File: config.mk
export PLATFORM = sky130hd
export DESIGN_NAME = dfs_maze_carver_core
export DESIGN_NICKNAME = d
export VERILOG_FILES = /design/src/hw/rtl/dmc_pkg.sv /design/src/hw/rtl/dmc_ram.sv /design/src/hw/rtl/dmc_seq.sv /design/src/hw/rtl/dfs_maze_carver_core.sv
export VERILOG_INCLUDE_DIRS = /design/src /design/src/hw/rtl
export SDC_FILE = /design/constraint.sdc
export NUM_CORES = 2
export LEC_CHECK = 0
export BUFFER_PORTS_ARGS = -buffer_cell sky130_fd_sc_hd__buf_2
export CORE_MARGIN = 4
export CORE_UTILIZATION = 55
export CTS_BUF_LIST = sky130_fd_sc_hd__clkbuf_16
export DETAILED_ROUTE_END_ITERATION = 12
export PLACE_DENSITY = 0.72
export SYNTH_ARGS = -nofsm -noshare
export SYNTH_HDL_FRONTEND = slang
export SYNTH_HIERARCHICAL = 1
export SYNTH_SLANG_ARGS = --single-unit
File: constraint.sdc
create_clock -name aclk -period 6.6 [get_ports aclk]
set_input_delay 0.33 -clock aclk [delete_from_list [all_inputs] [get_ports aclk]]
set_output_delay 0.33 -clock aclk [all_outputs]
set_load 0.05 [all_outputs]
File: src/hw/rtl/assert_macros.svh
// Assertion helpers shared by the RTL. Every check is clocked on aclk and
// is switched off while aresetn is low.
`ifndef ASSERT_MACROS_SVH
`define ASSERT_MACROS_SVH

// Check a condition at every clock edge.
`define ASSERT_ALWAYS(label, cond, msg) \
    label: assert property (@(posedge aclk) disable iff (!aresetn) (cond)) \
        else $error(msg);

// Check a consequence in the cycle after its antecedent.
`define ASSERT_NEXT(label, ante, cons, msg) \
    label: assert property (@(posedge aclk) disable iff (!aresetn) (ante) |=> (cons)) \
        else $error(msg);

`endif

File: src/hw/rtl/dmc_pkg.sv
`timescale 1ns / 1ps

package dmc_pkg;

    localparam int ROOMS_PER_SIDE_DEF = 16;

    localparam int START_W = 4;
    localparam int DIR_W   = 2;
    localparam int CELL_W  = 6;
    localparam int KIND_W  = 2;

    localparam logic [DIR_W-1:0] DIR_UP    = 2'd0;
    localparam logic [DIR_W-1:0] DIR_DOWN  = 2'd1;
    localparam logic [DIR_W-1:0] DIR_LEFT  = 2'd2;
    localparam logic [DIR_W-1:0] DIR_RIGHT = 2'd3;

    typedef enum logic [KIND_W-1:0] {
        KIND_ROOM   = 2'd0,
        KIND_WALL   = 2'd1,
        KIND_GOAL   = 2'd2,
        KIND_UNUSED = 2'd3
    } kind_t;

    // Datapath operation selected by the current microcode word.
    typedef enum logic [3:0] {
        OP_NONE,
        OP_ACCEPT,
        OP_CLEAR,
        OP_START,
        OP_PROBE_INIT,
        OP_PROBE_RD,
        OP_PROBE_STEP,
        OP_POP_RD,
        OP_POP_LOAD,
        OP_TRY_RD,
        OP_CARVE,
        OP_EMIT_ROOM,
        OP_EMIT_GOAL,
        OP_UNUSED
    } op_t;

    // Jump condition of a microcode word.
    typedef enum logic [3:0] {
        C_NEVER,
        C_ALWAYS,
        C_MODE_START,
        C_NOT_RUNNING,
        C_SP_ZERO,
        C_OPEN_FOUND,
        C_PROBE_MORE,
        C_CLR_MORE,
        C_NB_INVALID,
        C_NB_VISITED,
        C_NOT_DONE
    } cond_t;

    typedef struct packed {
        op_t  op;
        logic wait_in;
        logic emit;
    } ctrl_t;

    typedef struct packed {
        logic stall;
        logic mode_start;
        logic not_running;
        logic sp_zero;
        logic open_found;
        logic probe_more;
        logic clr_more;
        logic nb_invalid;
        logic nb_visited;
        logic not_done;
    } status_t;

endpackage

File: src/hw/rtl/dmc_ram.sv
`timescale 1ns / 1ps

module dmc_ram #(
    parameter int WIDTH = 1,
    parameter int DEPTH = 256
) (
    input  logic                     aclk,
    input  logic                     we,
    input  logic [$clog2(DEPTH)-1:0] waddr,
    input  logic [WIDTH-1:0]         wdata,
    input  logic                     re,
    input  logic [$clog2(DEPTH)-1:0] raddr,
    output logic [WIDTH-1:0]         rdata
);

    logic [WIDTH-1:0] mem [DEPTH];
    logic [WIDTH-1:0] rdata_reg;

    always_ff @(posedge aclk) begin
        if (we) begin
            mem[waddr] <= wdata;
        end
        if (re) begin
            rdata_reg <= mem[raddr];
        end
    end

    assign rdata = rdata_reg;

endmodule

File: src/hw/rtl/dmc_seq.sv
`timescale 1ns / 1ps
`include "assert_macros.svh"

module dmc_seq (
    input  logic             aclk,
    input  logic             aresetn,
    input  dmc_pkg::status_t st,
    output dmc_pkg::ctrl_t   ctrl
);

    import dmc_pkg::*;

    typedef enum logic [3:0] {
        S_IDLE    = 4'd0,
        S_DRAW    = 4'd1,
        S_BT      = 4'd2,
        S_PROBE   = 4'd3,
        S_EVAL    = 4'd4,
        S_EVAL2   = 4'd5,
        S_POP     = 4'd6,
        S_POP_LD  = 4'd7,
        S_TRY     = 4'd8,
        S_TRY_EV  = 4'd9,
        S_CARVE   = 4'd10,
        S_ROOM    = 4'd11,
        S_GOAL    = 4'd12,
        S_UNUSED  = 4'd13,
        S_CLEAR   = 4'd14,
        S_START   = 4'd15
    } step_t;

    typedef struct packed {
        op_t   op;
        logic  wait_in;
        logic  emit;
        cond_t cond;
        step_t target;
    } uword_t;

    step_t  pc_reg;
    step_t  pc_next;
    uword_t uw;
    logic   take;

    // Microcode program: one word per step.
    function automatic uword_t rom(input step_t pc);
        uword_t w;
        w = '{OP_NONE, 1'b0, 1'b0, C_NEVER, S_IDLE};
        case (pc)
            S_IDLE:   w = '{OP_ACCEPT,     1'b1, 1'b0, C_MODE_START,  S_CLEAR};
            S_DRAW:   w = '{OP_NONE,       1'b0, 1'b0, C_NOT_RUNNING, S_UNUSED};
            S_BT:     w = '{OP_PROBE_INIT, 1'b0, 1'b0, C_SP_ZERO,     S_TRY};
            S_PROBE:  w = '{OP_PROBE_RD,   1'b0, 1'b0, C_NEVER,       S_IDLE};
            S_EVAL:   w = '{OP_PROBE_STEP, 1'b0, 1'b0, C_OPEN_FOUND,  S_TRY};
            S_EVAL2:  w = '{OP_NONE,       1'b0, 1'b0, C_PROBE_MORE,  S_PROBE};
            S_POP:    w = '{OP_POP_RD,     1'b0, 1'b0, C_NEVER,       S_IDLE};
            S_POP_LD: w = '{OP_POP_LOAD,   1'b0, 1'b0, C_ALWAYS,      S_BT};
            S_TRY:    w = '{OP_TRY_RD,     1'b0, 1'b0, C_NB_INVALID,  S_UNUSED};
            S_TRY_EV: w = '{OP_NONE,       1'b0, 1'b0, C_NB_VISITED,  S_UNUSED};
            S_CARVE:  w = '{OP_CARVE,      1'b0, 1'b1, C_NEVER,       S_IDLE};
            S_ROOM:   w = '{OP_EMIT_ROOM,  1'b0, 1'b1, C_NOT_DONE,    S_IDLE};
            S_GOAL:   w = '{OP_EMIT_GOAL,  1'b0, 1'b1, C_ALWAYS,      S_IDLE};
            S_UNUSED: w = '{OP_UNUSED,     1'b0, 1'b1, C_ALWAYS,      S_IDLE};
            S_CLEAR:  w = '{OP_CLEAR,      1'b0, 1'b0, C_CLR_MORE,    S_CLEAR};
            S_START:  w = '{OP_START,      1'b0, 1'b1, C_ALWAYS,      S_IDLE};
            default:  w = '{OP_NONE,       1'b0, 1'b0, C_ALWAYS,      S_IDLE};
        endcase
        return w;
    endfunction

    always_comb begin
        uw = rom(pc_reg);
        case (uw.cond)
            C_NEVER:       take = 1'b0;
            C_ALWAYS:      take = 1'b1;
            C_MODE_START:  take = st.mode_start;
            C_NOT_RUNNING: take = st.not_running;
            C_SP_ZERO:     take = st.sp_zero;
            C_OPEN_FOUND:  take = st.open_found;
            C_PROBE_MORE:  take = st.probe_more;
            C_CLR_MORE:    take = st.clr_more;
            C_NB_INVALID:  take = st.nb_invalid;
            C_NB_VISITED:  take = st.nb_visited;
            C_NOT_DONE:    take = st.not_done;
            default:       take = 1'b0;
        endcase
        if (st.stall) begin
            pc_next = pc_reg;
        end else if (take) begin
            pc_next = uw.target;
        end else begin
            pc_next = step_t'(pc_reg + 4'd1);
        end
    end

    assign ctrl = '{uw.op, uw.wait_in, uw.emit};

    always_ff @(posedge aclk) begin
        if (!aresetn) begin
            pc_reg <= S_IDLE;
        end else begin
            pc_reg <= pc_next;
        end
    end

    `ASSERT_NEXT(a_stall_holds_pc, st.stall, $stable(pc_reg), "step advanced while stalled")
    `ASSERT_NEXT(a_start_enters_clear, (pc_reg == S_IDLE) && !st.stall && st.mode_start,
        pc_reg == S_CLEAR, "start transaction did not begin the clearing sweep")
    `ASSERT_NEXT(a_clear_ends_in_start, (pc_reg == S_CLEAR) && !st.stall && !st.clr_more,
        pc_reg == S_START, "clearing sweep did not end in the start step")

endmodule

File: src/hw/rtl/dfs_maze_carver_core.sv
`timescale 1ns / 1ps
`include "assert_macros.svh"

// Start transaction: clears the visited RAM before use, then marks and emits the start room.
// Draw transaction: when idle or complete, emits unused; else, unless the stack is empty,
// backtracks, probing and popping until a neighbor is open, then tries the direction: off the
// lattice or into a visited room emits unused, else emits the carved wall, the room and, on
// completion, the goal; a busy result stalls. One transaction is in work at a time. Reset
// (aresetn, synchronous, active low) idles the sequencer and clears depth, counts and position.
module dfs_maze_carver_core #(
    parameter int ROOMS_PER_SIDE = dmc_pkg::ROOMS_PER_SIDE_DEF
) (
    input  logic                        aclk,
    input  logic                        aresetn,
    input  logic                        s_valid,
    output logic                        s_ready,
    input  logic                        s_mode,
    input  logic [dmc_pkg::START_W-1:0] s_start_x,
    input  logic [dmc_pkg::START_W-1:0] s_start_y,
    input  logic [dmc_pkg::DIR_W-1:0]   s_direction,
    output logic                        m_valid,
    input  logic                        m_ready,
    output logic [dmc_pkg::CELL_W-1:0]  m_cell_row,
    output logic [dmc_pkg::CELL_W-1:0]  m_cell_col,
    output logic [dmc_pkg::KIND_W-1:0]  m_kind,
    output logic                        m_complete,
    output logic                        m_last
);

    import dmc_pkg::*;

    // Room coordinate width, RAM address width ({y, x}) and counter width.
    localparam int CW         = $clog2(ROOMS_PER_SIDE);
    localparam int AW         = 2 * CW;
    localparam int DEPTH      = 1 << AW;
    localparam int ROOM_COUNT = ROOMS_PER_SIDE * ROOMS_PER_SIDE;
    localparam int NW         = AW + 1;

    localparam logic [CW:0]   SIDE    = (CW + 1)'(ROOMS_PER_SIDE);
    localparam logic [CW-1:0] MAX_C   = CW'(ROOMS_PER_SIDE - 1);
    localparam logic [NW-1:0] RC_N    = NW'(ROOM_COUNT);
    localparam logic [NW-1:0] ONE_N   = NW'(1);

    ctrl_t   ctrl;
    status_t st;

    // Transaction and walk state.
    logic [CW-1:0]    start_x_reg, start_x_next;
    logic [CW-1:0]    start_y_reg, start_y_next;
    logic [DIR_W-1:0] dir_reg, dir_next;
    logic [CW-1:0]    cur_x_reg, cur_x_next;
    logic [CW-1:0]    cur_y_reg, cur_y_next;
    logic [CW-1:0]    nx_reg, nx_next;
    logic [CW-1:0]    ny_reg, ny_next;
    logic [DIR_W-1:0] probe_dir_reg, probe_dir_next;
    logic             probe_ok_reg, probe_ok_next;
    logic [NW-1:0]    sp_reg, sp_next;
    logic [NW-1:0]    rooms_reg, rooms_next;
    logic             running_reg, running_next;
    logic [AW-1:0]    clr_addr_reg, clr_addr_next;

    // Result register.
    logic              m_valid_reg, m_valid_next;
    logic [CELL_W-1:0] m_cell_row_reg, m_cell_row_next;
    logic [CELL_W-1:0] m_cell_col_reg, m_cell_col_next;
    kind_t             m_kind_reg, m_kind_next;
    logic              m_complete_reg, m_complete_next;
    logic              m_last_reg, m_last_next;

    // RAM ports.
    logic          vis_we, vis_re, vis_wdata, vis_rdata;
    logic [AW-1:0] vis_waddr, vis_raddr;
    logic          stk_we, stk_re;
    logic [AW-1:0] stk_waddr, stk_raddr, stk_wdata, stk_rdata;

    // Neighbour unit, shared by the backtrack probes and the draw.
    logic [DIR_W-1:0] nb_dir;
    logic             nb_ok;
    logic [CW-1:0]    nb_x, nb_y;

    logic          out_free, stall, done;
    logic [NW-1:0] sp_dec, rooms_inc;
    logic [CW-1:0] sat_x, sat_y;

    function automatic logic [CELL_W-1:0] to_cell(input logic [CW:0] v);
        logic [31:0] w;
        w = 32'(v);
        return w[CELL_W-1:0];
    endfunction

    assign out_free  = !m_valid_reg || m_ready;
    assign stall     = (ctrl.wait_in && !s_valid) || (ctrl.emit && !out_free);
    assign done      = rooms_reg >= RC_N;
    assign sp_dec    = sp_reg - ONE_N;
    assign rooms_inc = rooms_reg + ONE_N;

    // Saturate an out-of-range start room to the last row or column.
    assign sat_x = (32'(s_start_x) >= ROOMS_PER_SIDE) ? MAX_C : CW'(s_start_x);
    assign sat_y = (32'(s_start_y) >= ROOMS_PER_SIDE) ? MAX_C : CW'(s_start_y);

    assign nb_dir = (ctrl.op == OP_TRY_RD) ? dir_reg : probe_dir_reg;

    always_comb begin
        nb_ok = 1'b0;
        nb_x  = cur_x_reg;
        nb_y  = cur_y_reg;
        case (nb_dir)
            DIR_UP: begin
                if (cur_y_reg != '0) begin
                    nb_ok = 1'b1;
                    nb_y  = cur_y_reg - 1'b1;
                end
            end
            DIR_DOWN: begin
                if ((CW + 1)'(cur_y_reg) + 1'b1 < SIDE) begin
                    nb_ok = 1'b1;
                    nb_y  = cur_y_reg + 1'b1;
                end
            end
            DIR_LEFT: begin
                if (cur_x_reg != '0) begin
                    nb_ok = 1'b1;
                    nb_x  = cur_x_reg - 1'b1;
                end
            end
            default: begin
                if ((CW + 1)'(cur_x_reg) + 1'b1 < SIDE) begin
                    nb_ok = 1'b1;
                    nb_x  = cur_x_reg + 1'b1;
                end
            end
        endcase
    end

    // Sequencer status.
    always_comb begin
        st.stall       = stall;
        st.mode_start  = !s_mode;
        st.not_running = !running_reg;
        st.sp_zero     = (sp_reg == '0);
        st.open_found  = probe_ok_reg && !vis_rdata;
        st.probe_more  = (probe_dir_reg != '0);
        st.clr_more    = (clr_addr_reg != '1);
        st.nb_invalid  = !nb_ok;
        st.nb_visited  = vis_rdata;
        st.not_done    = !done;
    end

    dmc_seq u_seq (
        .aclk    (aclk),
        .aresetn (aresetn),
        .st      (st),
        .ctrl    (ctrl)
    );

    // Datapath driven by the current control word.
    always_comb begin
        start_x_next   = start_x_reg;
        start_y_next   = start_y_reg;
        dir_next       = dir_reg;
        cur_x_next     = cur_x_reg;
        cur_y_next     = cur_y_reg;
        nx_next        = nx_reg;
        ny_next        = ny_reg;
        probe_dir_next = probe_dir_reg;
        probe_ok_next  = probe_ok_reg;
        sp_next        = sp_reg;
        rooms_next     = rooms_reg;
        running_next   = running_reg;
        clr_addr_next  = clr_addr_reg;

        vis_we    = 1'b0;
        vis_waddr = {ny_reg, nx_reg};
        vis_wdata = 1'b0;
        vis_re    = 1'b0;
        vis_raddr = {nb_y, nb_x};
        stk_we    = 1'b0;
        stk_waddr = sp_reg[AW-1:0];
        stk_wdata = {cur_y_reg, cur_x_reg};
        stk_re    = 1'b0;
        stk_raddr = sp_dec[AW-1:0];

        // Drop the result once taken; a new one may load in the same cycle.
        m_valid_next    = m_valid_reg && !m_ready;
        m_cell_row_next = m_cell_row_reg;
        m_cell_col_next = m_cell_col_reg;
        m_kind_next     = m_kind_reg;
        m_complete_next = m_complete_reg;
        m_last_next     = m_last_reg;

        if (!stall) begin
            case (ctrl.op)
                OP_ACCEPT: begin
                    start_x_next = sat_x;
                    start_y_next = sat_y;
                    dir_next     = s_direction;
                end
                OP_CLEAR: begin
                    vis_we        = 1'b1;
                    vis_waddr     = clr_addr_reg;
                    clr_addr_next = clr_addr_reg + 1'b1;
                end
                OP_START: begin
                    vis_we          = 1'b1;
                    vis_waddr       = {start_y_reg, start_x_reg};
                    vis_wdata       = 1'b1;
                    cur_x_next      = start_x_reg;
                    cur_y_next      = start_y_reg;
                    sp_next         = '0;
                    rooms_next      = ONE_N;
                    running_next    = ONE_N < RC_N;
                    m_valid_next    = 1'b1;
                    m_cell_row_next = to_cell({start_y_reg, 1'b1});
                    m_cell_col_next = to_cell({start_x_reg, 1'b1});
                    m_kind_next     = KIND_ROOM;
                    m_complete_next = !(ONE_N < RC_N);
                    m_last_next     = 1'b1;
                end
                OP_PROBE_INIT: begin
                    probe_dir_next = '0;
                end
                OP_PROBE_RD: begin
                    vis_re        = 1'b1;
                    probe_ok_next = nb_ok;
                end
                OP_PROBE_STEP: begin
                    probe_dir_next = probe_dir_reg + 1'b1;
                end
                OP_POP_RD: begin
                    stk_re  = 1'b1;
                    sp_next = sp_dec;
                end
                OP_POP_LOAD: begin
                    cur_x_next = stk_rdata[CW-1:0];
                    cur_y_next = stk_rdata[AW-1:CW];
                end
                OP_TRY_RD: begin
                    vis_re  = 1'b1;
                    nx_next = nb_x;
                    ny_next = nb_y;
                end
                OP_CARVE: begin
                    vis_we    = 1'b1;
                    vis_wdata = 1'b1;
                    if (sp_reg < RC_N) begin
                        stk_we  = 1'b1;
                        sp_next = sp_reg + ONE_N;
                    end
                    cur_x_next      = nx_reg;
                    cur_y_next      = ny_reg;
                    rooms_next      = rooms_inc;
                    m_valid_next    = 1'b1;
                    m_cell_row_next = to_cell((CW + 1)'(cur_y_reg) + (CW + 1)'(ny_reg) + 1'b1);
                    m_cell_col_next = to_cell((CW + 1)'(cur_x_reg) + (CW + 1)'(nx_reg) + 1'b1);
                    m_kind_next     = KIND_WALL;
                    m_complete_next = rooms_inc >= RC_N;
                    m_last_next     = 1'b0;
                end
                OP_EMIT_ROOM: begin
                    m_valid_next    = 1'b1;
                    m_cell_row_next = to_cell({cur_y_reg, 1'b1});
                    m_cell_col_next = to_cell({cur_x_reg, 1'b1});
                    m_kind_next     = KIND_ROOM;
                    m_complete_next = done;
                    m_last_next     = !done;
                end
                OP_EMIT_GOAL: begin
                    running_next    = 1'b0;
                    m_valid_next    = 1'b1;
                    m_cell_row_next = to_cell({cur_y_reg, 1'b1});
                    m_cell_col_next = to_cell({cur_x_reg, 1'b1});
                    m_kind_next     = KIND_GOAL;
                    m_complete_next = 1'b1;
                    m_last_next     = 1'b1;
                end
                OP_UNUSED: begin
                    m_valid_next    = 1'b1;
                    m_cell_row_next = to_cell({cur_y_reg, 1'b1});
                    m_cell_col_next = to_cell({cur_x_reg, 1'b1});
                    m_kind_next     = KIND_UNUSED;
                    m_complete_next = done;
                    m_last_next     = 1'b1;
                end
                default: begin
                end
            endcase
        end
    end

    dmc_ram #(
        .WIDTH (1),
        .DEPTH (DEPTH)
    ) u_visited (
        .aclk  (aclk),
        .we    (vis_we),
        .waddr (vis_waddr),
        .wdata (vis_wdata),
        .re    (vis_re),
        .raddr (vis_raddr),
        .rdata (vis_rdata)
    );

    dmc_ram #(
        .WIDTH (AW),
        .DEPTH (DEPTH)
    ) u_stack (
        .aclk  (aclk),
        .we    (stk_we),
        .waddr (stk_waddr),
        .wdata (stk_wdata),
        .re    (stk_re),
        .raddr (stk_raddr),
        .rdata (stk_rdata)
    );

    // Control state.
    always_ff @(posedge aclk) begin
        if (!aresetn) begin
            cur_x_reg    <= '0;
            cur_y_reg    <= '0;
            sp_reg       <= '0;
            rooms_reg    <= '0;
            running_reg  <= 1'b0;
            clr_addr_reg <= '0;
            m_valid_reg  <= 1'b0;
        end else begin
            cur_x_reg    <= cur_x_next;
            cur_y_reg    <= cur_y_next;
            sp_reg       <= sp_next;
            rooms_reg    <= rooms_next;
            running_reg  <= running_next;
            clr_addr_reg <= clr_addr_next;
            m_valid_reg  <= m_valid_next;
        end
    end

    // Payload and scratch registers.
    always_ff @(posedge aclk) begin
        start_x_reg    <= start_x_next;
        start_y_reg    <= start_y_next;
        dir_reg        <= dir_next;
        nx_reg         <= nx_next;
        ny_reg         <= ny_next;
        probe_dir_reg  <= probe_dir_next;
        probe_ok_reg   <= probe_ok_next;
        m_cell_row_reg <= m_cell_row_next;
        m_cell_col_reg <= m_cell_col_next;
        m_kind_reg     <= m_kind_next;
        m_complete_reg <= m_complete_next;
        m_last_reg     <= m_last_next;
    end

    assign s_ready    = ctrl.wait_in;
    assign m_valid    = m_valid_reg;
    assign m_cell_row = m_cell_row_reg;
    assign m_cell_col = m_cell_col_reg;
    assign m_kind     = m_kind_reg;
    assign m_complete = m_complete_reg;
    assign m_last     = m_last_reg;

    // Every pushed room was visited before the current one.
    `ASSERT_ALWAYS(a_stack_below_rooms, !running_reg || (sp_reg < rooms_reg),
        "stack depth reached the visited room count")
    `ASSERT_ALWAYS(a_goal_is_final, !m_valid_reg || (m_kind_reg != KIND_GOAL)
        || (m_complete_reg && m_last_reg), "goal result not marked complete and last")
    `ASSERT_NEXT(a_busy_after_accept, s_valid && s_ready, !s_ready,
        "sequencer stayed idle after accepting a transaction")

endmodule
==> results.ini <==
[sta]
finalSetupTns_ps = 0
clock_skew_ps = 56.10
tightest_slew_ps = 1254
min_period_over_period_pct = 81.31
hold_viol = 0
hold_slack_ps = 197.9
rsz0062_at_grt = no
setup_viol = 0
relSlewSlack_pct = 16.16
max_freq_mhz = 186.3
timing.final.crit_period_ps = 5367
slew_violations = 0

[logic_synthesis]
syn_inst = 5141
ys_seq_area_share_pct = 74.28
synth-edff-count = 2348
synth_ff_type = edfxtp_1
synth-seq-cells = 2402
async_reset_ff_share_pct = 0
synth.distinct_cells = 97
synth_area_sq_um = 96380
syn_avg_cell_area_sq_um = 18.75
ys_warn_count = 6

[global_routing]
grt_pass1_vias = 49550
grt_pass1_wl_um = 339400
grt_usage_pct = 25.48
gr-total-overflow = 0
antenna_found_initial = 7
grt_start_max_net_pins = 198

[detailed_routing]
ant_nets = 0
routedWlPerCell_um = 30.06
viasPerCell = 6.641
drc_errors = 0
vias = 51070
drtIter0Drc = 7852
drt_wl_total_um = 231200
first_pass_iters = 9

[setup_path]
endpoint_kind = flip-flop
crit_fanout = 48
crit_buf_inv = 1
crit_path_frequent_cell = nor4_1
max_stage_delay_ps = 920
cp.depth = 11
crit_path_start_kind = flip-flop
critPathRequiredTime_ps = 7150
reg2reg_slack_ps = 1230
path_cells = inv_8 > ha_1 > nor3b_2 > nand2_1 > xnor2_2 > and3b_1 > o221ai_1 > o211ai_1 > a21oi_1 > nor4_1 > nor4_1
path_class = reg -> reg
arrival_ps = 5910
r2r_cells = 11
cp_slowest_cell = xnor2_2
cp_top_family = simple AND/OR/NAND/NOR gates

[die]
dieArea_sq_um = 182000
die_height_um = 426.6
coreArea_sq_um = 174000
die_x_um = 426.6
start_util_pct = 55.39
rows = 153
ios = 33

[outcome]
status = completed

[final_layout]
nets = 5222
layout_commonest_cell = edfxtp_1
largest_reg_flops = 2048
top_register = u_stack/mem
n_fill_cell = 11980
layout_common_cells = edfxtp_1, nor2_1, mux4_2, clkbuf_16, mux2i_1
layout-drive-gt1-share_pct = 18.89
syn_to_final_growth_pct = 9.826

[pwr]
powerDensity_nw_per_um2 = 354.6
peakVddDrop_mv = 0.3327
p_leak_uw = 0.03453

[clocking]
clockBufferDepth = 3
htree_levels = 4
clk_pin_slew_ps = 60
clk_latency_ps = 860
cts_buffers = 225
tritoncts = built
ctsResizeCount = 0
clock-sinks = 2402
postCtsHoldBufs = 13
cts_setup_buffers = 0
root_buffer = clkbuf_16

[min_path]
min_path_type = in -> reg
holdPathStages = 2

[place]
numPortBuffers = 30
gp_congestion = 0.9219
dp_hpwl_um = 141400

[job]
max_cap_violations = 0

synth_stat cells (8+ instances only):
library cell,count,area share (%)
a211oi_1,31,0.24
a21oi_1,128,0.66
a221oi_1,23,0.21
a222oi_1,8,0.083
a22o_1,14,0.13
a22oi_1,147,1.1
a31oi_1,14,0.091
and2_1,16,0.10
and3_1,17,0.11
buf_1,25,0.097
buf_12,8,0.17
buf_2,51,0.26
buf_4,45,0.35
buf_6,28,0.33
buf_8,13,0.20
clkbuf_1,165,0.64
dfxtp_1,54,1.1
edfxtp_1,2348,73
ha_1,26,0.34
inv_1,43,0.17
mux2i_1,192,2.0
mux4_2,496,12
nand2_1,97,0.38
nand2b_1,19,0.12
nand3_1,61,0.32
nand3b_1,13,0.10
nand4_1,20,0.13
nor2_1,605,2.4
nor2b_1,45,0.29
nor3_1,45,0.23
nor4_1,33,0.21
o211ai_1,11,0.086
o21ai_0,34,0.18
o221ai_1,46,0.42
o22ai_1,54,0.35
xnor2_1,8,0.073
xor2_1,18,0.16
worst register-to-register path: stages, from the launching register on:
cell and delay [ps]:
dfxtp_1 520, inv_8 490, ha_1 440, nor3b_2 530, nand2_1 180, xnor2_2 920, and3b_1 470, o221ai_1 220
o211ai_1 260, a21oi_1 130, nor4_1 800, nor4_1 110
final timing paths:
check / startpoint / end
setup / recovery: sp_reg[0]$_SDFFE_PN0P_ / u_stack/rdata[7]$_DFFE_PP_
hold / removal: s_start_x[1] / start_x_reg[1]$_DFFE_PP_
setup reg to reg: sp_reg[0]$_SDFFE_PN0P_ / u_stack/rdata[7]$_DFFE_PP_
hold reg to reg: rooms_reg[0]$_SDFFE_PN0P_ / rooms_reg[0]$_SDFFE_PN0P_
power breakdown:
part           switching (uW)  internal [uW]  total (uW)  leakage, uW
combinational            4520           2230        6740      0.00871
sequential                396          17900       18200       0.0221
clock                    5460           7090       12500      0.00371
total                   10400          27200       37500       0.0345
through the flow:
stage / setup slack, ps / cell area [sq um] / instances / util [%] / power [uW]
after floorplan: -1.461 / 96380 / 5142 / - / 23040
after global placement: 1417 / 98540 / 7264 / 56.63 / 25040
after detailed placement: 1303 / 98540 / 7264 / 56.63 / 25170
after CTS: 1299 / 105800 / 7688 / 60.82 / 37610
after global routing: 1059 / 105800 / 7688 / 60.82 / 38770
final: 1233 / 105800 / 7690 / 60.83 / 37540
final cells by class:
cell class / count / area, sq um / area share, %
sequential: 2402 / 71620 / 67.66
multi-input combinational: 2360 / 22800 / 21.54
clock buffer: 226 / 5655 / 5.343
tap: 2325 / 2909 / 2.748
clock inverter: 185 / 1518 / 1.434
timing repair buffer: 145 / 1159 / 1.095
inverter: 45 / 183.9 / 0.1738
antenna: 2 / 5.005 / 0.004728
cell families (layout without fill, tap and decap cells):
| logic type | after synthesis | after routing | synth area share [%] |
|---|---|---|---|
| AND/OR/NAND/NOR | 1020 | 1020 | 4.809 |
| AO/OA/AOI/OAI | 587 | 587 | 4.333 |
| flip-flops | 2402 | 2402 | 74.28 |
| adder cells (fa/ha/maj) | 28 | 28 | 0.3791 |
| other | 1 | 4 | 0.003891 |
| XOR/XNOR | 27 | 27 | 0.2532 |
| multiplexers | 696 | 696 | 13.72 |
| buffers and inverters | 380 | 601 | 2.226 |
metal layers:
| layer | share of wire (%) | up-vias | GRT usage, % |
|---|---|---|---|
| met4 | 3.6 | 0 | 8.898 |
| met5 | 0 | - | 0 |
| li1 | - | 20910 | - |
| met3 | 12 | 498 | 5.894 |
| met2 | 46 | 3255 | 38.57 |
| met1 | 38 | 26410 | 36.97 |
(Power assumes the default switching activity.)
